### src/hdl/okl_pkg.sv
// Shared types and constants of the ordered key list engine.
// No dependencies; imported by every module of the block except okl_ram.
package okl_pkg;

    localparam int DEPTH = 64;
    localparam int IDX_W = $clog2(DEPTH);
    localparam int CNT_W = $clog2(DEPTH + 1);
    localparam int KEY_W = 32;

    localparam logic [1:0] ACT_INSERT = 2'd0;
    localparam logic [1:0] ACT_REMOVE = 2'd1;
    localparam logic [1:0] ACT_DUMP   = 2'd2;

    localparam logic [1:0] ST_OK        = 2'd0;
    localparam logic [1:0] ST_EMPTY     = 2'd1;
    localparam logic [1:0] ST_NOT_FOUND = 2'd2;
    localparam logic [1:0] ST_FULL      = 2'd3;

    typedef struct packed {
        logic [1:0]              action;
        logic signed [KEY_W-1:0] key;
    } okl_req_t;

    typedef struct packed {
        logic [1:0]              status;
        logic signed [KEY_W-1:0] key_out;
        logic                    last;
    } okl_rsp_t;

    typedef struct packed {
        logic             we;
        logic [IDX_W-1:0] waddr;
        logic [KEY_W-1:0] wdata;
        logic [IDX_W-1:0] raddr;
    } okl_mem_req_t;

    typedef enum logic [1:0] {
        S_IDLE,
        S_SEARCH,
        S_SHIFT,
        S_DUMP
    } okl_state_t;

endpackage

### src/hdl/okl_ram.sv
// Generic single-write, single-read synchronous RAM, registered read data.
// No dependencies.
module okl_ram #(
    parameter int DATA_W = 32,
    parameter int ADDR_W = 6
) (
    input  logic              clk,
    input  logic              we,
    input  logic [ADDR_W-1:0] waddr,
    input  logic [DATA_W-1:0] wdata,
    input  logic [ADDR_W-1:0] raddr,
    output logic [DATA_W-1:0] rdata
);

    logic [DATA_W-1:0] mem [2**ADDR_W];
    logic [DATA_W-1:0] rdata_reg;

    always_ff @(posedge clk)
    begin
        if (we)
        begin
            mem[waddr] <= wdata;
        end
        rdata_reg <= mem[raddr];
    end

    assign rdata = rdata_reg;

endmodule

### src/hdl/okl_ctrl.sv
// Sequencer of the ordered key list: insert, search and compact, dump.
// Depends on okl_pkg; drives the entry RAM through an okl_mem_req_t.
module okl_ctrl (
    input  logic                        clk,
    input  logic                        rst_n,
    input  logic                        start,
    input  okl_pkg::okl_req_t           req,
    output logic                        busy,
    output logic                        done,
    output okl_pkg::okl_rsp_t           rsp,
    output okl_pkg::okl_mem_req_t       mem,
    input  logic [okl_pkg::KEY_W-1:0]   rdata
);
    import okl_pkg::*;

    okl_state_t       state_reg, state_next;
    logic [CNT_W-1:0] count_reg, count_next;
    logic [CNT_W-1:0] rd_idx_reg, rd_idx_next;
    logic [CNT_W-1:0] cmp_reg, cmp_next;
    logic             vld_reg, vld_next;
    logic [KEY_W-1:0] key_reg, key_next;
    logic             done_reg, done_next;
    okl_rsp_t         rsp_reg, rsp_next;
    logic [CNT_W-1:0] last_idx;
    logic [CNT_W-1:0] wr_idx;
    logic             finish;

    assign last_idx = count_reg - CNT_W'(1);
    assign wr_idx   = cmp_reg - CNT_W'(1);

    always_ff @(posedge clk or negedge rst_n)
    begin
        if (!rst_n)
        begin
            state_reg  <= S_IDLE;
            count_reg  <= '0;
            rd_idx_reg <= '0;
            cmp_reg    <= '0;
            vld_reg    <= 1'b0;
            done_reg   <= 1'b0;
        end
        else
        begin
            state_reg  <= state_next;
            count_reg  <= count_next;
            rd_idx_reg <= rd_idx_next;
            cmp_reg    <= cmp_next;
            vld_reg    <= vld_next;
            done_reg   <= done_next;
        end
    end

    always_ff @(posedge clk)
    begin
        key_reg <= key_next;
        rsp_reg <= rsp_next;
    end

    always_comb
    begin
        state_next  = state_reg;
        count_next  = count_reg;
        rd_idx_next = rd_idx_reg;
        cmp_next    = cmp_reg;
        vld_next    = 1'b0;
        key_next    = key_reg;
        done_next   = 1'b0;
        rsp_next    = '0;
        mem         = '0;
        mem.raddr   = rd_idx_reg[IDX_W-1:0];
        finish      = 1'b0;

        case (state_reg)
            S_IDLE:
            begin
                if (start)
                begin
                    key_next    = req.key;
                    rd_idx_next = '0;
                    case (req.action)
                        ACT_INSERT:
                        begin
                            done_next     = 1'b1;
                            rsp_next.last = 1'b1;
                            if (count_reg == CNT_W'(DEPTH))
                            begin
                                rsp_next.status = ST_FULL;
                            end
                            else
                            begin
                                mem.we          = 1'b1;
                                mem.waddr       = count_reg[IDX_W-1:0];
                                mem.wdata       = req.key;
                                count_next      = count_reg + CNT_W'(1);
                                rsp_next.status = ST_OK;
                            end
                        end
                        ACT_REMOVE, ACT_DUMP:
                        begin
                            if (count_reg == '0)
                            begin
                                done_next       = 1'b1;
                                rsp_next.status = ST_EMPTY;
                                rsp_next.last   = 1'b1;
                            end
                            else if (req.action == ACT_REMOVE)
                            begin
                                state_next = S_SEARCH;
                            end
                            else
                            begin
                                state_next = S_DUMP;
                            end
                        end
                        default:
                        begin
                            // drop undefined action codes
                        end
                    endcase
                end
            end
            S_SEARCH:
            begin
                if (vld_reg)
                begin
                    if (rdata == key_reg)
                    begin
                        if (cmp_reg == last_idx)
                        begin
                            finish           = 1'b1;
                            count_next       = last_idx;
                            done_next        = 1'b1;
                            rsp_next.status  = ST_OK;
                            rsp_next.key_out = key_reg;
                            rsp_next.last    = 1'b1;
                        end
                        else
                        begin
                            state_next = S_SHIFT;
                        end
                    end
                    else if (cmp_reg == last_idx)
                    begin
                        finish          = 1'b1;
                        done_next       = 1'b1;
                        rsp_next.status = ST_NOT_FOUND;
                        rsp_next.last   = 1'b1;
                    end
                end
            end
            S_SHIFT:
            begin
                // move each later entry down one place
                if (vld_reg)
                begin
                    mem.we    = 1'b1;
                    mem.waddr = wr_idx[IDX_W-1:0];
                    mem.wdata = rdata;
                    if (cmp_reg == last_idx)
                    begin
                        finish           = 1'b1;
                        count_next       = last_idx;
                        done_next        = 1'b1;
                        rsp_next.status  = ST_OK;
                        rsp_next.key_out = key_reg;
                        rsp_next.last    = 1'b1;
                    end
                end
            end
            S_DUMP:
            begin
                if (vld_reg)
                begin
                    done_next        = 1'b1;
                    rsp_next.status  = ST_OK;
                    rsp_next.key_out = rdata;
                    rsp_next.last    = (cmp_reg == last_idx);
                    finish           = (cmp_reg == last_idx);
                end
            end
            default:
            begin
                state_next = S_IDLE;
            end
        endcase

        // advance the read stream one entry a cycle
        if (state_reg != S_IDLE && rd_idx_reg < count_reg)
        begin
            rd_idx_next = rd_idx_reg + CNT_W'(1);
            cmp_next    = rd_idx_reg;
            vld_next    = !finish;
        end

        if (finish)
        begin
            state_next = S_IDLE;
        end
    end

    assign busy = (state_reg != S_IDLE);
    assign done = done_reg;
    assign rsp  = rsp_reg;

endmodule

### src/hdl/ordered_key_list_engine_unit.sv
// Ordered key list engine: insert at tail, remove first match, dump in order.
// Insert, and a remove or dump on an empty list, gives its result in the cycle after start.
// Remove gives its result once every entry is read, one read per entry; shifts overlap.
// Dump emits one result a cycle; no stall possible.
// Insert takes one request a cycle; remove and dump hold busy until their last result.
// Reset empties the list at once; entry RAM contents stay undefined, no clearing pass.
module ordered_key_list_engine_unit (
    input  logic              clk,
    input  logic              rst_n,
    input  logic              start,
    input  okl_pkg::okl_req_t req,
    output logic              busy,
    output logic              done,
    output okl_pkg::okl_rsp_t rsp
);
    import okl_pkg::*;

    okl_mem_req_t     mem;
    logic [KEY_W-1:0] rdata;

    okl_ctrl u_ctrl (
        .clk   (clk),
        .rst_n (rst_n),
        .start (start),
        .req   (req),
        .busy  (busy),
        .done  (done),
        .rsp   (rsp),
        .mem   (mem),
        .rdata (rdata)
    );

    okl_ram #(
        .DATA_W (KEY_W),
        .ADDR_W (IDX_W)
    ) u_ram (
        .clk   (clk),
        .we    (mem.we),
        .waddr (mem.waddr),
        .wdata (mem.wdata),
        .raddr (mem.raddr),
        .rdata (rdata)
    );

endmodule

### config.mk
export PLATFORM = sky130hd
export DESIGN_NAME = ordered_key_list_engine_unit
export DESIGN_NICKNAME = d
export VERILOG_FILES = /design/src/hdl/okl_pkg.sv /design/src/hdl/okl_ram.sv /design/src/hdl/okl_ctrl.sv /design/src/hdl/ordered_key_list_engine_unit.sv
export SDC_FILE = /design/constraint.sdc
export NUM_CORES = 2
export LEC_CHECK = 0
export ABC_CLOCK_PERIOD_IN_PS = 6400
export BUFFER_PORTS_ARGS = -buffer_cell sky130_fd_sc_hd__buf_4
export CORE_ASPECT_RATIO = 0.5
export CORE_MARGIN = 2
export CORE_UTILIZATION = 55
export CTS_CLUSTER_DIAMETER = 40
export CTS_CLUSTER_SIZE = 8
export DETAILED_ROUTE_END_ITERATION = 8
export PLACE_DENSITY = 0.71
export REMOVE_ABC_BUFFERS = 1
export SYNTH_ARGS = -nofsm -noshare
export SYNTH_HDL_FRONTEND = slang
export SYNTH_SLANG_ARGS = --single-unit
### constraint.sdc
create_clock -name clk -period 6.4 [get_ports clk]
set_input_delay 0.32 -clock clk [delete_from_list [all_inputs] [get_ports clk]]
set_output_delay 0.32 -clock clk [all_outputs]
set_load 0.02 [all_outputs]
Yosys cells after proc, flatten, opt, wreduce, memory -nomap -nowiden. Memory sizes are Yosys's and may differ from the RTL's. A register that Yosys moved wholly into a read port is not among the register bits. Cells that the tools add are included.

Flip-flop bits (word level): 92. Bits in writable memories: 2048. Logic and storage cells: 104. Memories: 1.

Memories: u_ram.mem (words 64, width 32, read ports 1, clocked after Yosys merged registers in 1, wr ports 1, line okl_ram.sv:15) `logic [DATA_W-1:0] mem [2**ADDR_W];`.

Add/subtract/negate cells: 4. Order comparisons: 1. Equal/unequal tests: 20. Multiplexer cells: 52. Reductions and logical operators: 16.

Operator list (number): 39-bit 2-to-1 mux (4); 32-bit one-hot mux with 3 select lines (1); 39-bit one-hot mux with 2 select lines (1); 35-bit 2-to-1 mux (2); 7-bit 2-to-1 mux (10); 33-bit 2-to-1 mux (2); 32-bit == test (1); 32-bit 2-to-1 mux (1); 2-bit 2-to-1 mux (12); 7-bit one-hot mux with 3 select lines (1); 7-bit by 1-bit adder with 7-bit output (second input constant) (2); 7-bit AND reduction (2); 3-bit by 2-bit != test with 1-bit output (second input constant) (4); 1-bit 2-to-1 mux (11); 2-bit one-hot mux with 2 select lines (2); 2-bit one-hot mux with 4 select lines (1); 7-bit == test (1); 7-bit == test (second input constant) (1); 7-bit zero test (1); 7-bit less-than comparator (1); 7-bit by 1-bit subtractor with 7-bit output (second input constant) (1); 2-bit == test (second input constant) (3); 2-bit by 1-bit != test with 1-bit output (second input constant) (3); 2-bit != test (second input constant) (3); 13 further kinds (22).

Depth between registers and ports, before layout.
Depth after elaboration: 7. Depth in mapped cells: 11.

Cells and area by module. From an unflattened synthesis, not the netlist that was laid out.

Cell total of the unflattened synthesis: 3798. Area, all modules: 83144.7 um^2.

By module, submodules not included: okl_ram (times used 1, cells each 3361, area each 78371.4 um^2, seq. area each 62139.6 um^2); okl_ctrl (times used 1, cells each 437, area each 4773.3 um^2, seq. area each 2287.2 um^2).

Worst setup path after synthesis. OpenSTA, ideal clock, no wires.

Path type: register -> register. Start: register u_ctrl.count_reg[0]. End: memory u_ram.mem[21][0], enable pin. Arrival: 4.351 ns. Data required time: 5.939 ns. Setup slack: 1.587 ns. Cell stages (with the launch flop): 9. Period minus slack after synthesis: 4.813 ns. Cell sequence: dfrtp_1 -> clkbuf_1 -> inv_1 -> ha_1 -> a31oi_1 -> clkbuf_1 -> a32oi_1 -> buf_2 -> nor3_1.

Word-level cells in the longest chain between the ends: 7.

RTL lines: start: declaration (line okl_ctrl.sv:17) `logic [CNT_W-1:0] count_reg, count_next;`; start signal: assignment (line okl_ctrl.sv:45) `count_reg <= count_next;`; 7-bit == test (line okl_ctrl.sv:85) `if (count_reg == CNT_W'(DEPTH))`; 39-bit 2-to-1 mux (*) (line okl_ctrl.sv:85); 39-bit 2-to-1 mux (*) (line okl_ctrl.sv:80) `case (req.action)`; 39-bit 2-to-1 mux (*) (line okl_ctrl.sv:76) `if (start)`; 39-bit one-hot mux with 2 select lines (*) (line okl_ctrl.sv:73) `case (state_reg)`; 1-bit 2-to-1 mux (line okl_ram.sv:20) `if (we)`; 1-bit 2-to-1 mux (not written as such) (line okl_ram.sv:22) `mem[waddr] <= wdata;`; end: declaration (line okl_ram.sv:15).

Mark *: on every way between the ends. The rest lies on a longest branch, timed or not.

Worst setup path in the final report.
Start: register u_ctrl.count_reg[0]. End: memory u_ram.mem[12][23], enable pin.

The elaborated chain is that of the path after synthesis.

==> out/results.txt <==
first-pass GRT wire length = 303000 µm
Resized cells post-CTS = 0
Die W = 553 µm
post-placement cell area = 86700 µm²
CP startpoint kind = flop
f_max = 0.205 GHz
Layout area overhead = 15.4%
hold buffer count at cts = 36
DRT Pass-1 Iters = 5
worst-path fanout max = 32
Warnings, synthesis = 0
Final Util = 0.642
Synth Flop Type = edfxtp_1
fin area = 95800 µm²
path depth of the worst reg2reg path = 8
EDFF count, synth = 2080
initial core utilization = 0.556
synth unique cells = 59
clock tree buffer depth = 4
DR WL/cell = 36.3 µm
Post-Syn Area per Cell = 24.2 µm²
Via-to-Cell Ratio = 6.76
crit path buf inv count = 2
Final GP Congestion = 0.935
fill cell count = 9220
delay-heaviest family, CP = simple AND/OR/NAND/NOR gates
Worst EP required = 6.86 ns
P per Cell Area = 316 nW/µm²
H-tree Lvls = 5
FP Rows = 100
FF-to-FF Start = u_ctrl.count_reg[0]$_DFFE_PN0P_
CTS tree = done
Worst Hold End = u_ctrl.key_reg[25]$_DFFE_PP_
ys async rst share = 0.0115
hold_sp = req[25]
WHS Path Cells = 2
DRT iter0 DRCs = 6012
Post-CTS Setup Bufs = 0
crit path DAT = 5.34 ns
final setup violation count = 0
post-layout min period = 4.88 ns
Synth area leader = edfxtp_1
number of synthesized register bits = 2172
Gate Count Post-Synth = 3427
unrepaired setup endpoints after global routing = no
Worst Max-Slew Pin Slew = 1.40 ns
top post-synthesis cells by count = 2080 x edfxtp_1, 672 x mux4_2, 108 x clkbuf_1, 73 x nor2_1, 67 x dfxtp_1
# nets final = 3828
reg2reg setup slack = 1.52 ns
sequential element share of the synthesized area = 0.776
top-count cell post-synth = edfxtp_1
clk_skew = 0.0584 ns
worst r2r dst = u_ram.mem[12][23]$_DFFE_PP_
crit end category = flop
initial antenna violation count = 29
Core ar. = 149000 µm²
vias in the first global route = 40100
number of port buffers = 73
GRT overflow = 0
vias = 39700
Die Outline Area = 154000 µm²
HPWL after detailed placement = 121000 µm
Leak = 0.0212 µW
CP cell instances = inv_1, ha_1, a31oi_4, buf_4, o21ai_0, nor2_1, nand2_1, nor2_4
antenna viol nets, final = 0
peak supply drop = 0.224 mV
Cell Area, Synth = 83000 µm²
largest cells by area after synthesis = edfxtp_1 75%, mux4_2 18%, dfxtp_1 1.6%
share of cells above drive strength 1 = 0.337
GRT Resource Usage Total = 0.281
Final Non-Filler Cells = 5871
outcome = completed
hold violation count in the final report = 0
Cell Count Post-Placement = 5399
fin. max-slew vios = 0
largest net degree at the start of global routing = 124
relative slew slack = 0.0657
clock root cell = clkbuf_16
Die Y = 279 µm
final setup TNS = 0 ns
max-cap violations = 0
Total Routed Length = 213000 µm
Inserted Clock Buffers = 323
critical path's slowest cell = nor2_4
CTS Sinks = 2172
I/O pin count = 74
max reg flops = 2048
Synth top area share = 0.752
Largest stage delay, worst path = 1.31 ns
number of remaining DRC errors = 0
Tcrit/Tclk final = 0.763
worst min-delay path class = in2reg
Setup CP Type = reg2reg
Worst-path clk slew = 0.05 ns
clk_lat worst skew = 0.90 ns
[worst max path at each step]
stage                                           startpoint                          endpoint  cells past startpoint
after detailed placement   u_ctrl.count_reg[0]$_DFFE_PN0P_       u_ram.mem[12][10]$_DFFE_PP_                      8
after floorplan           u_ctrl.rd_idx_reg[0]$_DFFE_PN0P_  u_ctrl.rd_idx_reg[6]$_DFFE_PN0P_                      4
after global routing       u_ctrl.count_reg[0]$_DFFE_PN0P_       u_ram.mem[12][23]$_DFFE_PP_                      8
after CTS                  u_ctrl.count_reg[0]$_DFFE_PN0P_       u_ram.mem[12][23]$_DFFE_PP_                      8
after global placement     u_ctrl.count_reg[0]$_DFFE_PN0P_       u_ram.mem[12][19]$_DFFE_PP_                      8
final                      u_ctrl.count_reg[0]$_DFFE_PN0P_       u_ram.mem[12][23]$_DFFE_PP_                      8
[kinds of logic after synthesis]
family / after synthesis / share of synthesized area
AOI/OAI and AO/OA: 126 / 0.0121
xor gates and xnor gates: 51 / 0.00538
adders and majority gates: 19 / 0.00286
buffers and inverters: 203 / 0.0101
DFF: 2172 / 0.776
muxes: 679 / 0.183
and+or+nand+nor: 177 / 0.0103
[placed cells by master, fill, tap and decap left out, drive strengths merged, types with 13 or more instances in the layout]
| master | synthesis | layout |
|---|---|---|
| mux4 | 672 | 672 |
| dfrtp | 25 | 25 |
| clkbuf | 108 | 415 |
| dlygate4sd3 | 0 | 35 |
| inv | 19 | 23 |
| nor2 | 74 | 74 |
| edfxtp | 2080 | 2080 |
| nor3 | 26 | 26 |
| ha | 19 | 19 |
| xor2 | 38 | 38 |
| nand2 | 28 | 28 |
| a22o | 64 | 64 |
| buf | 76 | 169 |
| o21ai | 13 | 13 |
| dfxtp | 67 | 67 |
| xnor2 | 13 | 13 |
| a21oi | 14 | 14 |
[layout make-up]
type	instances	area [µm²]	area share
antenna	8	20.0	0.000209
clock buffer	415	8530	0.0890
clock inverter	12	184	0.00192
inverter	19	71.3	0.000744
multi-input combinational	1052	18300	0.191
sequential	2172	64400	0.672
tap	1989	2490	0.0260
timing repair buffer	204	1790	0.0187
[layer usage]
metal	GRT usage	share of wire	vias to the layer above
met5	0	0.00038	-
met4	0.0996	0.034	12
met3	0.0876	0.12	385
met2	0.425	0.47	2594
met1	0.393	0.38	21200
li1	-	-	15400
[where the power goes]
part | leakage [µW] | switching, µW | internal [µW] | total, µW
combinational | 0.00440 | 25.1 | 31.4 | 56.5
sequential | 0.0125 | 0 | 15400 | 15400
clock | 0.00423 | 5640 | 9270 | 14900
[stage by stage]
stage	worst slack (ns)	total power (µW)	hold WS, ns
6_report	1.52	30300	0.162
5_1_grt	1.33	31000	0.156
4_1_cts	1.63	30500	0.122
3_5_place_dp	1.66	15700	0.266
3_3_place_gp	1.81	15700	0.273
2_1_floorplan	-14.67	15600	0.0244
Power figures use the tool's default switching activity.
